File: config.mk
export PLATFORM = sky130hd
export DESIGN_NAME = nsy_queue
export DESIGN_NICKNAME = d
export VERILOG_FILES = /design/src/hdl/nsy_pkg.sv /design/src/hdl/nsy_queue.sv
export SDC_FILE = /design/constraint.sdc
export NUM_CORES = 1
export LEC_CHECK = 0
export ABC_AREA = 1
export ABC_CLOCK_PERIOD_IN_PS = 4830
export BUFFER_PORTS_ARGS = -buffer_cell sky130_fd_sc_hd__buf_2
export CAP_MARGIN = 20
export CORE_UTILIZATION = 30
export CTS_BUF_LIST = sky130_fd_sc_hd__clkbuf_4 sky130_fd_sc_hd__clkbuf_8 sky130_fd_sc_hd__clkbuf_16
export CTS_CLUSTER_DIAMETER = 80
export CTS_CLUSTER_SIZE = 8
export DETAILED_ROUTE_END_ITERATION = 16
export GPL_TIMING_DRIVEN = 0
export PLACE_DENSITY = 0.56
export SLEW_MARGIN = 20
export SYNTH_ARGS = -nofsm -noshare
export SYNTH_HDL_FRONTEND = slang
export SYNTH_SLANG_ARGS = --single-unit
File: constraint.sdc
create_clock -name clk -period 4.83 [get_ports clk]
set_input_delay 0.7245 -clock clk [delete_from_list [all_inputs] [get_ports clk]]
set_output_delay 0.7245 -clock clk [all_outputs]
set_load 0.01 [all_outputs]
File: src/hdl/nsy_pkg.sv
`timescale 1ns / 1ps
// ----------------------------------------------------------------------------
// Nelson-Siegel yield package
// Shared constants, register codes and the item that passes from front to back.
// ----------------------------------------------------------------------------
package nsy_pkg;

	localparam int NSY_TIME_BITS  = 24;
	localparam int NSY_COEFF_BITS = 32;
	localparam int NSY_CFG_BITS   = 32;
	localparam int CFG_INDEX_BITS = 3;

	localparam int RATE_BITS      = 20;
	localparam int LIMIT_BITS     = 20;
	localparam int X_BITS         = 32;
	localparam int FRAC_SHIFT     = 12;
	localparam int K_BITS         = 13;
	localparam int E_BITS         = 33;
	localparam int K_ZERO         = 33;
	localparam int TAYLOR_TERMS   = 12;
	localparam int NUM_BITS       = 51;
	localparam int SER_BITS       = 32;
	localparam int QUEUE_DEPTH    = 4;

	localparam logic [31:0] LN2_Q32    = 32'd2977044472;
	localparam logic [12:0] K_RECIP    = 13'd5909;
	localparam logic [31:0] DIV3_RECIP = 32'd1431655766;

	localparam logic [RATE_BITS-1:0]  RESET_DECAY = 20'h10000;
	localparam logic [LIMIT_BITS-1:0] RESET_LIMIT = 20'd1;

	typedef enum logic [CFG_INDEX_BITS-1:0] {
		REG_LEVEL        = 3'd0,
		REG_SLOPE        = 3'd1,
		REG_CURVE        = 3'd2,
		REG_DECAY        = 3'd3,
		REG_START        = 3'd4,
		REG_FIRST_LIMIT  = 3'd5,
		REG_SECOND_LIMIT = 3'd6
	} cfg_reg_t;

	typedef struct packed {
		logic [X_BITS-1:0]   x;
		logic                err;
		logic                first_ser;
		logic                second_ser;
		logic [SER_BITS-1:0] s1_ser;
		logic [SER_BITS-1:0] s2_ser;
	} nsy_item_t;

endpackage

File: src/hdl/nsy_queue.sv
`timescale 1ns / 1ps
// ----------------------------------------------------------------------------
// Nelson-Siegel item queue
// Short FIFO that lets the front end and back end stall independently.
// ----------------------------------------------------------------------------
module nsy_queue import nsy_pkg::*; (
	input  logic      clk,
	input  logic      arst_n,
	input  logic      push,
	input  nsy_item_t item_in,
	input  logic      pop,
	output nsy_item_t head,
	output logic      full,
	output logic      empty
);

	localparam int PTR_BITS = $clog2(QUEUE_DEPTH);
	localparam int CNT_BITS = $clog2(QUEUE_DEPTH + 1);

	nsy_item_t mem_q [QUEUE_DEPTH];
	logic [PTR_BITS-1:0] wr_q, rd_q;
	logic [CNT_BITS-1:0] cnt_q;

	assign full  = cnt_q == CNT_BITS'(QUEUE_DEPTH);
	assign empty = cnt_q == '0;
	assign head  = mem_q[rd_q];

	always_ff @(posedge clk) begin
		if (push) begin
			mem_q[wr_q] <= item_in;
		end
	end

	always_ff @(posedge clk or negedge arst_n) begin
		if (!arst_n) begin
			wr_q  <= '0;
			rd_q  <= '0;
			cnt_q <= '0;
		end else begin
			if (push) begin
				wr_q <= wr_q + 1'b1;
			end
			if (pop) begin
				rd_q <= rd_q + 1'b1;
			end
			if (push && !pop) begin
				cnt_q <= cnt_q + 1'b1;
			end else if (pop && !push) begin
				cnt_q <= cnt_q - 1'b1;
			end
		end
	end

	a_no_overflow: assert property (@(posedge clk) disable iff (!arst_n) push |-> !full)
		else $error("Queue written while full.");
	a_no_underflow: assert property (@(posedge clk) disable iff (!arst_n) pop |-> !empty)
		else $error("Queue read while empty.");
	a_count_range: assert property (@(posedge clk) disable iff (!arst_n)
		cnt_q <= CNT_BITS'(QUEUE_DEPTH))
		else $error("Queue count out of range.");

endmodule

# Word-level counts from Yosys, hierarchy flattened
# Memory sizes are Yosys's and may differ from the RTL's.
# Cells that the tools add are included.
# Widths: inputs -> output; s select.
word_totals:
  reg_bits: 7
  mem_bits_rw: 396
  in_bits: 103
  elab_cells: 19
  memories: 1
op_classes:
  n_addsub: 4
  eq_ne: 1
  muxes: 4
  n_reduce_logical: 6
mem_list:
  columns: ["name", "words", "width", "rd", "rd_clocked_by_memory_dff", "wr", "line_no", "rtl"]
  rows:
  - ["mem_q", 4, 99, 1, 0, 1, "nsy_queue.sv:20", "nsy_item_t mem_q [QUEUE_DEPTH];"]
op_table:
  columns: ["op", "n"]
  rows:
  - ["$mux 3", 2]
  - ["$add 2x1->2 const B", 2]
  - ["$add 3x1->3 const B", 1]
  - ["$eq 3x3->1 const B", 1]
  - ["$logic_not 3->1", 1]
  - ["$sub 3x1->3 const B", 1]
  - ["$logic_and 1x1->1", 2]
  - ["$logic_not 1->1", 2]
  - ["$mux 1", 2]
  - ["$reduce_bool 2->1", 1]

# Depth between registers and ports, before layout
depth:
  depth_word: 4
  ltp_mapped: 9
  ltp_nobuf: 9

# Least setup slack after synthesis
# Ideal clock, no wire load.
synth_path:
  kind: "in2reg"
  from: "input port push"
  to: "memory mem_q[0][0] (netlist bit), enable pin"
  setup_ns: 0.453
  arrival_ns: 2.939
  required_time_ns: 4.377
  slack_ns: 1.438
  cell_stages: 3
  path_buffers: 1
  cell_sequence: "clkbuf_1 > nand2_1 > inv_1"
synth_between:
  elab_chain_len: 2
synth_lines:
  columns: ["item", "line_no", "rtl"]
  rows:
  - ["from (decl)", "nsy_queue.sv:9", "input logic push,"]
  - ["$mux 1", "nsy_queue.sv:29", "if (push) begin"]
  - ["$mux 1 (implied by the code)", "nsy_queue.sv:30", "mem_q[wr_q] <= item_in;"]
  - ["to (decl)", "nsy_queue.sv:20", null]
# No other way between the ends.

==> results.toml <==
[clocking]
h-tree-depth = 2
cts_buffer_depth = 3
worstSkewPairLatency_ns = 0.59
cts_root_buf = "clkbuf_16"
post_cts_resized = 0
path_clk_slew_ns = 0.05
clock-sinks = 403
tritoncts = "built"
cts_buffers = 56

[critical_path]
required_ns = 4.11
crit_fanout = 11
worstSetupPathType = "reg -> out"
worstSetupStartpointType = "flop"
crit_arrival_ns = 2.37
end_kind = "output pin"

[route]
routedWlPerCell_um = 18.7
drtPass1Iterations = 4
ant_nets = 0
drcViolationCount = 0
initialDrtViolationCount = 378
route.vias.total = 9866
viasPerCell = 4.54
routed_wl_um = 40600

[timing]
grt_setup_unrepaired = "false"
setup_viol_count_final = 0
tightest_slew_ns = 0.709
maxSlewHeadroom_pct = 52.7
hold_violations = 0
slew_violations = 0
fmax_mhz = 323
finalCriticalPeriod_ns = 3.09
fin_tns_setup_ns = 0
finClkSkew_ns = 0.0152
period_share_pct = 64.0
hold_ws_ns = 0.352
setup_slack_ns = 1.74

[floorplanning]
die-area_um2 = 54200
start_util_pct = 30.4
num_io_pins = 204
die_h_um = 233
num_rows = 84
die_w_um = 233
core_area_um2 = 52600

[placed_design]
place.gp.congestion = 0.735
dp_hpwl_um = 24500
io_buffers = 203
dp_cells = 2097
pre_cts_ws_ns = 2.28

[power_and_ir_drop]
power.leakage_nw = 7.81
ir_worst_vdd_v = 0.000370
powerDensity_nw_per_um2 = 646

[global_routing]
antenna_found_initial = 6
grt_pass1_vias = 10100
grt_use_total_pct = 15.0
grt_overflow_total = 0
grt_max_degree = 55
grt_pass1_wl_um = 60600

[layout]
drive_gt1_share_pct = 22.4
fin_cells = 2172
fin_nets = 1577
final_util_pct = 37.2
area_growth_pct = 22.4

[flow_run]
cap_viol_max_count = 0

[hold_path]
hold_class = "in -> reg"

[logic_synthesis]
ys_seq_elements = 403
synth_nets = 1311
syn-instance-count = 1202
synth.cell_area_um2 = 16000
ys.warnings.count = 0
ys_types = 19
synth.yosys.seq_area_share_pct = 75.5
synth.avg_cell_area_um2 = 13.3

[run_status]
outcome = "complete, no violations"
[final cells by class]
type	count	area, um2
Multi-Input combinational cell	523	2790
Clock buffer	68	1510
Sequential cell	403	12100
Timing Repair Buffer	208	1140
Buffer	66	337
Tap cell	688	861
Inverter	210	818
Fill cell	5075	33000
Antenna cell	5	12.5
Clock inverter	1	30.0
[synth_stat cells]
cell type,instances,area share (%)
nand3_1,1,0.031
dfrtp_1,7,1.1
nand2_1,310,7.3
clkbuf_1,9,0.21
nor3_1,2,0.063
xor2_1,3,0.16
ha_1,5,0.39
edfxtp_1,396,74
nand4_1,1,0.039
o21ai_1,1,0.031
buf_6,3,0.21
buf_2,44,1.4
buf_1,7,0.16
o211ai_1,198,9.3
inv_1,209,4.9
inv_2,1,0.023
xnor2_1,1,0.055
fa_1,1,0.13
buf_4,3,0.14
[stage by stage]
stage | area (um2) | total power [mW]
2_1_floorplan | 16000 | 7.29
3_3_place_gp | 17900 | 9.28
3_5_place_dp | 18000 | 9.28
4_1_cts | 19600 | 12.9
5_1_grt | 19600 | 13.4
6_report | 19600 | 12.6
[repair_timing]
action                                  CTS  global route
hold endpoints to repair                  7             0
buffers inserted                          0             0
endpoints found under the setup margin    0             0
hold buffers                              1             0
[state kept, by name, summed over array words and instances (netlist names)]
name   count
rd_q       2
mem_q    396
wr_q       2
cnt_q      3
[logic make-up (layout without fill, tap and decap cells)]
kind of cell / Yosys count / after routing / synth area share (%)
simple gates: 314 / 314 / 7.41
fa+ha+maj: 6 / 6 / 0.517
other cells: 0 / 5 / 0
flops: 403 / 403 / 75.5
xor+xnor: 4 / 4 / 0.219
compound gates: 199 / 199 / 9.33
buf+inv: 276 / 553 / 7.04
[power breakdown]
group	switching [mW]	internal (mW)
combinational	3.00	1.37
sequential	0.145	4.58
clock	1.36	2.19
total	4.50	8.14
[cells in the final DEF (no fill, tap or decap), drive strengths merged]
| cell type | netlist | routed |
|---|---|---|
| o211ai | 198 | 198 |
| buf | 57 | 264 |
| clkbuf | 9 | 77 |
| ha | 5 | 5 |
| xor2 | 3 | 3 |
| nor3 | 2 | 2 |
| nand4 | 1 | 1 |
| inv | 210 | 210 |
| fa | 1 | 1 |
| o21ai | 1 | 1 |
| diode | 0 | 5 |
| nand2 | 310 | 310 |
| bufinv | 0 | 1 |
| xnor2 | 1 | 1 |
| nand3 | 1 | 1 |
| dfrtp | 7 | 7 |
| dlygate4sd3 | 0 | 1 |
| edfxtp | 396 | 396 |
[metal layers]
metal  share of wire (%)  routed length, um  track usage, %  up-vias
li1                    -                  -               -     4718
met1                  44              17900            19.2     4820
met2                  47              19200            24.7      252
met3                 6.1               2460            4.02       68
met4                 2.3                949            4.70        8
met5                0.11                 46               0        -
[worst max-delay path, stage by stage (launching register included)]
cell	delay (ns)
dfrtp_1	0.35
buf_2	0.26
inv_2	0.39
buf_2	0.37
o211ai_1	0.14
nand2_1	0.09
buf_2	0.17
[path summary, 6_finish.rpt]
kind / depth (start not counted) / from / slack (ns) / endpoint
min in group asynchronous: 2 / arst_n / 0.52 / cnt_q[2]
worst max-delay path: 6 / rd_q[1] / 1.74 / head[3]
worst min-delay path: 1 / item_in[59] / 0.35 / mem_q[1][59]
worst max register to register: 5 / wr_q[0] / 2.92 / mem_q[2][39]
worst min register to register: 2 / cnt_q[2] / 0.52 / cnt_q[2]
max in group asynchronous: 2 / arst_n / 4.15 / rd_q[0]
No activity file was read; power rests on OpenSTA's default activity.
