### src/hdl/nsy_pkg.sv
`timescale 1ns / 1ps
// ----------------------------------------------------------------------------
// Nelson-Siegel yield package
// Shared constants, register codes and the item that passes from front to back.
// ----------------------------------------------------------------------------
package nsy_pkg;

	localparam int NSY_TIME_BITS  = 24;
	localparam int NSY_COEFF_BITS = 32;
	localparam int NSY_CFG_BITS   = 32;
	localparam int CFG_INDEX_BITS = 3;

	localparam int RATE_BITS      = 20;
	localparam int LIMIT_BITS     = 20;
	localparam int X_BITS         = 32;
	localparam int FRAC_SHIFT     = 12;
	localparam int K_BITS         = 13;
	localparam int E_BITS         = 33;
	localparam int K_ZERO         = 33;
	localparam int TAYLOR_TERMS   = 12;
	localparam int NUM_BITS       = 51;
	localparam int SER_BITS       = 32;
	localparam int QUEUE_DEPTH    = 4;

	localparam logic [31:0] LN2_Q32    = 32'd2977044472;
	localparam logic [12:0] K_RECIP    = 13'd5909;
	localparam logic [31:0] DIV3_RECIP = 32'd1431655766;

	localparam logic [RATE_BITS-1:0]  RESET_DECAY = 20'h10000;
	localparam logic [LIMIT_BITS-1:0] RESET_LIMIT = 20'd1;

	typedef enum logic [CFG_INDEX_BITS-1:0] {
		REG_LEVEL        = 3'd0,
		REG_SLOPE        = 3'd1,
		REG_CURVE        = 3'd2,
		REG_DECAY        = 3'd3,
		REG_START        = 3'd4,
		REG_FIRST_LIMIT  = 3'd5,
		REG_SECOND_LIMIT = 3'd6
	} cfg_reg_t;

	typedef struct packed {
		logic [X_BITS-1:0]   x;
		logic                err;
		logic                first_ser;
		logic                second_ser;
		logic [SER_BITS-1:0] s1_ser;
		logic [SER_BITS-1:0] s2_ser;
	} nsy_item_t;

endpackage

### src/hdl/nsy_query_if.sv
`timescale 1ns / 1ps
// ----------------------------------------------------------------------------
// Query channel
// Carries one maturity time per transaction.
// ----------------------------------------------------------------------------
interface nsy_query_if import nsy_pkg::*; #(parameter int TIME_BITS = NSY_TIME_BITS);
	logic                 valid;
	logic                 ready;
	logic [TIME_BITS-1:0] query_time;
	modport source (output valid, output query_time, input ready);
	modport sink (input valid, input query_time, output ready);
endinterface

### src/hdl/nsy_front.sv
`timescale 1ns / 1ps
// ----------------------------------------------------------------------------
// Nelson-Siegel front end
// Takes queries, forms the scaled time x, picks series or exact per shape and
// evaluates both series forms.
// ----------------------------------------------------------------------------
module nsy_front import nsy_pkg::*; #(
	parameter int TIME_BITS = NSY_TIME_BITS
) (
	input  logic                  clk,
	input  logic                  arst_n,
	nsy_query_if.sink             query,
	input  logic [RATE_BITS-1:0]  decay_rate,
	input  logic [TIME_BITS-1:0]  start_time,
	input  logic [LIMIT_BITS-1:0] first_limit,
	input  logic [LIMIT_BITS-1:0] second_limit,
	input  logic                  queue_full,
	output logic                  push,
	output nsy_item_t             item
);

	localparam int PROD_BITS = TIME_BITS + RATE_BITS;
	localparam int XF_BITS   = (PROD_BITS - FRAC_SHIFT > X_BITS) ?
		PROD_BITS - FRAC_SHIFT : X_BITS + 1;
	localparam int SQ_BITS   = 2 * LIMIT_BITS;
	localparam int X2_BITS   = SQ_BITS - 10;

	logic adv;
	logic v_s1, v_s2, v_s3, v_s4, v_s5;
	logic err_s1, err_s2, err_s3, err_s4, err_s5;
	logic [TIME_BITS-1:0] d_s1;
	logic [PROD_BITS-1:0] prod_s2;
	logic [X_BITS-1:0] x_s3, x_s4, x_s5;
	logic first_s4, second_s4, first_s5, second_s5;
	logic [X2_BITS-1:0] x2_s4, q3_s5;
	logic [XF_BITS-1:0] x_full;
	logic [X_BITS-1:0] x_sat;
	logic [SQ_BITS-1:0] sq;
	logic [X2_BITS+31:0] q3_prod;

	assign adv         = !v_s5 || !queue_full;
	assign query.ready = adv;
	assign push        = v_s5 && !queue_full;

	assign x_full  = XF_BITS'(prod_s2 >> FRAC_SHIFT);
	assign x_sat   = (|x_full[XF_BITS-1:X_BITS]) ? '1 : x_full[X_BITS-1:0];
	assign sq      = SQ_BITS'(x_s3[LIMIT_BITS-1:0]) * SQ_BITS'(x_s3[LIMIT_BITS-1:0]);
	assign q3_prod = (X2_BITS+32)'(x2_s4) * (X2_BITS+32)'(DIV3_RECIP);

	always_ff @(posedge clk or negedge arst_n) begin
		if (!arst_n) begin
			v_s1 <= 1'b0;
			v_s2 <= 1'b0;
			v_s3 <= 1'b0;
			v_s4 <= 1'b0;
			v_s5 <= 1'b0;
		end else if (adv) begin
			v_s1 <= query.valid;
			v_s2 <= v_s1;
			v_s3 <= v_s2;
			v_s4 <= v_s3;
			v_s5 <= v_s4;
		end
	end

	always_ff @(posedge clk) begin
		if (adv) begin
			err_s1    <= query.query_time < start_time;
			d_s1      <= query.query_time - start_time;
			err_s2    <= err_s1;
			prod_s2   <= PROD_BITS'(decay_rate) * PROD_BITS'(d_s1);
			err_s3    <= err_s2;
			x_s3      <= x_sat;
			err_s4    <= err_s3;
			x_s4      <= x_s3;
			first_s4  <= x_s3 <= X_BITS'(first_limit);
			second_s4 <= x_s3 <= X_BITS'(second_limit);
			x2_s4     <= sq[SQ_BITS-1:10];
			err_s5    <= err_s4;
			x_s5      <= x_s4;
			first_s5  <= first_s4;
			second_s5 <= second_s4;
			q3_s5     <= q3_prod[X2_BITS+31:32];
		end
	end

	always_comb begin
		item.x          = x_s5;
		item.err        = err_s5;
		item.first_ser  = first_s5;
		item.second_ser = second_s5;
		item.s1_ser     = 32'h4000_0000 - {3'b0, x_s5[LIMIT_BITS-1:0], 9'b0}
			+ SER_BITS'(q3_s5 >> 1);
		item.s2_ser     = {3'b0, x_s5[LIMIT_BITS-1:0], 9'b0} - SER_BITS'(q3_s5);
	end

endmodule

### src/flat_wrapper.sv
// flat-port wrapper written by rule: the top's interface ports become plain ports
module nsy_front_flat import nsy_pkg::*;
#(
	parameter int TIME_BITS = NSY_TIME_BITS
)
  (clk, arst_n, decay_rate, start_time, first_limit, second_limit, queue_full, push, item, query_valid, query_query_time, query_ready);
  nsy_query_if #(.TIME_BITS(TIME_BITS)) query_i ();
  input  logic clk;
  input  logic arst_n;
  input  logic [RATE_BITS-1:0] decay_rate;
  input  logic [TIME_BITS-1:0] start_time;
  input  logic [LIMIT_BITS-1:0] first_limit;
  input  logic [LIMIT_BITS-1:0] second_limit;
  input  logic queue_full;
  output logic push;
  output nsy_item_t item;
  input wire logic [$bits(query_i.valid)-1:0] query_valid;
  input wire logic [$bits(query_i.query_time)-1:0] query_query_time;
  output wire logic [$bits(query_i.ready)-1:0] query_ready;
  assign query_i.valid = query_valid;
  assign query_i.query_time = query_query_time;
  assign query_ready = query_i.ready;
  nsy_front #(.TIME_BITS(TIME_BITS)) u_core (.clk(clk), .arst_n(arst_n), .query(query_i), .decay_rate(decay_rate), .start_time(start_time), .first_limit(first_limit), .second_limit(second_limit), .queue_full(queue_full), .push(push), .item(item));
endmodule
### config.mk
export PLATFORM = sky130hd
export DESIGN_NAME = nsy_front_flat
export DESIGN_NICKNAME = d
export VERILOG_FILES = /design/src/hdl/nsy_pkg.sv /design/src/hdl/nsy_query_if.sv /design/src/hdl/nsy_front.sv /design/src/flat_wrapper.sv
export SDC_FILE = /design/constraint.sdc
export NUM_CORES = 2
export LEC_CHECK = 0
export ABC_AREA = 1
export BUFFER_PORTS_ARGS = -buffer_cell sky130_fd_sc_hd__buf_2
export CAP_MARGIN = 20
export CELL_PAD_IN_SITES_DETAIL_PLACEMENT = 1
export CELL_PAD_IN_SITES_GLOBAL_PLACEMENT = 2
export CORE_MARGIN = 3
export CORE_UTILIZATION = 27
export DETAILED_ROUTE_END_ITERATION = 16
export MAX_ROUTING_LAYER = met4
export PLACE_DENSITY_LB_ADDON = 0.1
export SLEW_MARGIN = 40
export SYNTH_ARGS = -nofsm -noshare
export SYNTH_HDL_FRONTEND = slang
export SYNTH_SLANG_ARGS = --single-unit
### constraint.sdc
create_clock -name clk -period 11.2 [get_ports clk]
set_input_delay 3.36 -clock clk [delete_from_list [all_inputs] [get_ports clk]]
set_output_delay 3.36 -clock clk [all_outputs]
set_load 0.05 [all_outputs]
Yosys cells after proc, flatten, opt, wreduce, memory -nomap -nowiden
Index checks and enable logic that the tools add are counted.

Register bits: 237. Output and inout port bits: 101. Word-level logic and storage cells: 35.

Add/sub/neg operators: 4. $mul: 3. $lt $le $gt $ge: 3. Reduce and logical (&&, ||, !) cells: 4.

Operators by type and width (count): 32-bit by 20-bit <= comparator with 1-bit output (2); 30-bit by 30-bit multiplier with 60-bit output (second input constant) (1); 20-bit by 24-bit multiplier with 44-bit output (1); 20-bit by 20-bit multiplier with 40-bit output (1); 32-bit by 28-bit adder with 32-bit output (1); 31-bit by 29-bit subtractor with 32-bit output (first input constant) (1); 29-bit by 29-bit subtractor with 30-bit output (1); 24-bit < comparator (1); 24-bit subtractor (1); 1-bit zero test (2); 1-bit logical AND (1); 1-bit logical OR (1).

Logic depth before layout (Yosys ltp)
Depth in word-level cells: 2. Gate-level depth with buffers: 29. Mapped depth without buffers: 29.

Least setup slack after synthesis
No wires, ideal clock.

Kind: input port to output port. Start point: input queue_full. End point: output query_ready. Data arrival time: 8.411 ns. Data required time: 7.840 ns. Slack: -0.571 ns. Stages on the path: 1. Cell sequence: nand2_1.

Word-level cells in the longest chain between the ends: 2.

RTL lines: start, declared (line flat_wrapper.sv:14) `input logic queue_full;`; 1-bit zero test (line nsy_front.sv:41) `assign adv = !v_s5 || !queue_full;`; 1-bit logical OR (line nsy_front.sv:41); end, declared (line flat_wrapper.sv:19) `output wire logic [$bits(query_i.ready)-1:0] query_ready;`.

Every way passes these cells.

Final worst setup path
Start point: input decay_rate[9]. End point: register u_core.prod_s2[24] (data pin).

Word-level cells in the longest chain between the ends: 1.

RTL lines: start, declared (line flat_wrapper.sv:10) `input logic [RATE_BITS-1:0] decay_rate;`; 20-bit by 24-bit multiplier with 44-bit output (line nsy_front.sv:71) `prod_s2 <= PROD_BITS'(decay_rate) * PROD_BITS'(d_s1);`; end signal, assigned (line nsy_front.sv:71); end, declared (line nsy_front.sv:32) `logic [PROD_BITS-1:0] prod_s2;`.

Every way passes these cells. A chain may end at the register's enable or synchronous reset.

==> results by group <==
Status
  – Status: complete, no violations

Floorplan
  – Die Wd: 465.4 um
  – IO Pins: 213
  – Core ar.: approximately 0.21 mm2
  – Num rows: 168
  – Starting Density: 27.17%
  – Die height: between 400 and 500 um
  – Die area: about 0.22 mm2

Synth
  – Post-synthesis cell type count: 55
  – Sequential element share of the synthesized area: 11.81%
  – Netlist area before placement: 0.05699 mm2
  – Avg Cell Area, Syn: 8.263 um2
  – Area leader, netlist: fa_1
  – Largest family of logic cells by synthesized area: adder cells
  – Ys flop type: edfxtp_1
  – Top area cells in the synthesized netlist: fa_1 (35%), ha_1 (17%), inv_1 (13%), edfxtp_1 (12%), nand2_1 (9.4%)
  – Syn_nets: 8,756
  – Top-count cell post-synth: inv_1
  – Xor-xnor portion of the synthesized cell area: 2.349%
  – Synth Area in Simple Gates: 14.85%
  – Post-synthesis async set-or-reset flop share: 2.222%
  – Commonest cells post-synth: inv_1 (2,005), nand2_1 (1,434), fa_1 (989)
  – Yosys warns: 0
  – Multiplexer share of the synthesized area: less than 1%
  – Synth Area in Adders: 51.38%
  – Top-area cell type share of the netlist area: a little over a third
  – Register bit count reported by yosys: 225
  – Number of flops mapped to enable cells by yosys: 220
  – Compound-gate portion of the synthesized area: 5.161%
  – Synth Instances: 6,897

CTS
  – Clk Latency, worst-skew pair: 660 ps
  – TritonCTS Buffers: 31
  – Clock sink count: ~230
  – Max H-tree Level: 1
  – Post-CTS Hold Buffers: 0
  – Clk pin slew, worst setup/hold paths: 60 ps
  – Setup repair bufs after CTS: 0
  – Clk Tree Root Cell: clkbuf_16
  – Post-cts sizing count: 0
  – Clock buffer depth: 3
  – CTS tree: done

GRT
  – Initial antenna violation count: 7
  – Tot GR Track Use: roughly a fifth
  – Vias in the first global route: between 50,000 and 60,000
  – GR Overflow Total: 0
  – Global-route wire length before repair: about 310,000 um
  – Pin count of the biggest net entering global routing: 100

STA
  – Fmax: around 110 MHz
  – Slew @ Worst Pin: between 800 and 900 ps
  – Tmin final: 9171 ps
  – Final clock skew: 41.46 ps
  – Final Hold Viols: 0
  – RSZ-0062 raised after global routing: false
  – Relative slew slack: 42.37%
  – Final setup TNS: 0 ps
  – Final setup fails: 0
  – Crit share post-route: 81.88%
  – Final Max Tran Viols: 0

Route
  – DRC: 0
  – Detailed Routing Iterations Pass 1: 5
  – Vias/cell: approximately 4.4
  – Total number of vias: around 43,000
  – Wire per inst: 20.62 um
  – DRT Wirelength: 203,700 um
  – Drt initial violations: 1,397
  – ANT nets after route: 0

Flow run
  – Max-cap check violation count: 0

Finish
  – Final net count: roughly 9,000
  – Synth-to-layout area growth: 9.451%
  – Layout cells sized above 1: 6.066%

Setup path
  – Crit Path Category: in2reg
  – Worst path required time: 11,570 ps
  – Critical path peak fanout: 24
  – CP startpoint kind: input pin
  – Setup crit end kind: flip-flop
  – Arrival @ worst endpoint: 9540 ps

Min path
  – Hold Path Class: reg2reg

Placement
  – Count of input and output buffers: around 210
  – Hpwl dp: 175,600 um
  – Routability cong.: 0.8764
cell type report:
class / count / area [um2]
clock buffer: 35 / 790.8
clock inverter: 22 / 145.1
tap: 2805 / 3510
sequential: 225 / 6731
inverter: 2024 / 7597
timing repair buffer: 265 / 1516
antenna: 1 / 2.502
multi-input combinational: 4501 / 42080
fill: 25200 / 147400
registers in the layout, indices dropped and copies added, names as in the netlist:
| name | cells |
|---|---|
| u_core.x_s5 | 32 |
| u_core.err_s5 | 1 |
| u_core.err_s2 | 1 |
| u_core.first_s5 | 1 |
| u_core.x_s4 | 32 |
| u_core.q3_s5 | 29 |
| u_core.d_s1 | 24 |
| u_core.err_s1 | 1 |
| u_core.v_s1 | 1 |
| u_core.prod_s2 | 32 |
| u_core.x2_s4 | 30 |
| u_core.first_s4 | 1 |
| u_core.v_s4 | 1 |
| u_core.second_s4 | 1 |
| u_core.err_s3 | 1 |
| u_core.err_s4 | 1 |
| u_core.second_s5 | 1 |
| u_core.x_s3 | 32 |
| u_core.v_s5 | 1 |
| u_core.v_s2 | 1 |
| u_core.v_s3 | 1 |
path summary, 6_finish.rpt:
kind                                      start                  to  slack [ps]  cells after the start
worst max-delay path              decay_rate[9]  u_core.prod_s2[24]        2030                     23
worst min-delay path            u_core.x_s4[12]     u_core.x_s5[12]         420                      0
worst max register to register  u_core.x2_s4[9]    u_core.q3_s5[27]        3450                     26
worst min register to register  u_core.x_s4[12]     u_core.x_s5[12]         420                      0
max in group asynchronous                arst_n         u_core.v_s4        8540                      1
min in group asynchronous                arst_n         u_core.v_s5        2490                      1
cell usage in the layout, fill, tap and decap left out, types with 31 or more instances in the layout:
cell | netlist | routed
a21oi_1 | 284 | 284
buf_2 | 0 | 211
buf_4 | 13 | 46
clkbuf_16 | 0 | 31
edfxtp_1 | 220 | 220
fa_1 | 989 | 989
ha_1 | 758 | 758
inv_1 | 2005 | 2005
nand2_1 | 1434 | 1433
nand2_2 | 32 | 32
nand3_1 | 129 | 129
nand4_1 | 42 | 42
nor2_1 | 314 | 314
nor3_1 | 40 | 40
o21ai_0 | 126 | 126
o21bai_1 | 32 | 32
xnor2_1 | 47 | 47
xor2_1 | 104 | 103
per-stage QoR:
step	hold slack, ps	instances	area [um2]	setup WS, ps	utilization [%]
6_report	415.6	9878	62380	2029	29.73
5_1_grt	421.3	9878	62380	1782	29.73
4_1_cts	417.4	9877	62370	2068	29.73
3_3_place_gp	400.5	9814	61340	1330	29.24
3_5_place_dp	405.6	9820	61430	1339	29.28
2_1_floorplan	400.3	6897	56990	1642	-
cell families after synthesis:
| kind of cell | Yosys count |
|---|---|
| AND/OR/NAND/NOR | 2067 |
| other | 1 |
| multiplexers | 2 |
| flip-flops | 225 |
| AO/OA/AOI/OAI | 532 |
| adder cells (fa/ha/maj) | 1747 |
| buffers and inverters | 2171 |
| XOR/XNOR | 152 |
critical path: stages:
cell and delay [ps]:
buf_2 490, nand2_1 130, inv_1 100, fa_1 420
inv_1 80, fa_1 440, fa_1 560, fa_1 560
inv_1 40, fa_1 450, fa_1 490, inv_1 50
fa_1 470, inv_1 40, ha_1 360, nand2_1 90
nand2_1 110, o21bai_1 210, a21oi_1 390, nand2_1 270
nand2_1 110, nand2_1 70, xor2_1 170
layer usage:
layer	track usage, %	part of all wire [%]	wire (um)
met4	3.303	2.0	4032
met3	0.9582	1.5	2969
met5	-	0	0
met2	37.06	54	109600
met1	23.45	43	87130
Power is not shown: default switching activity piles up to over one toggle a cycle in this logic, so the estimate is an artifact.
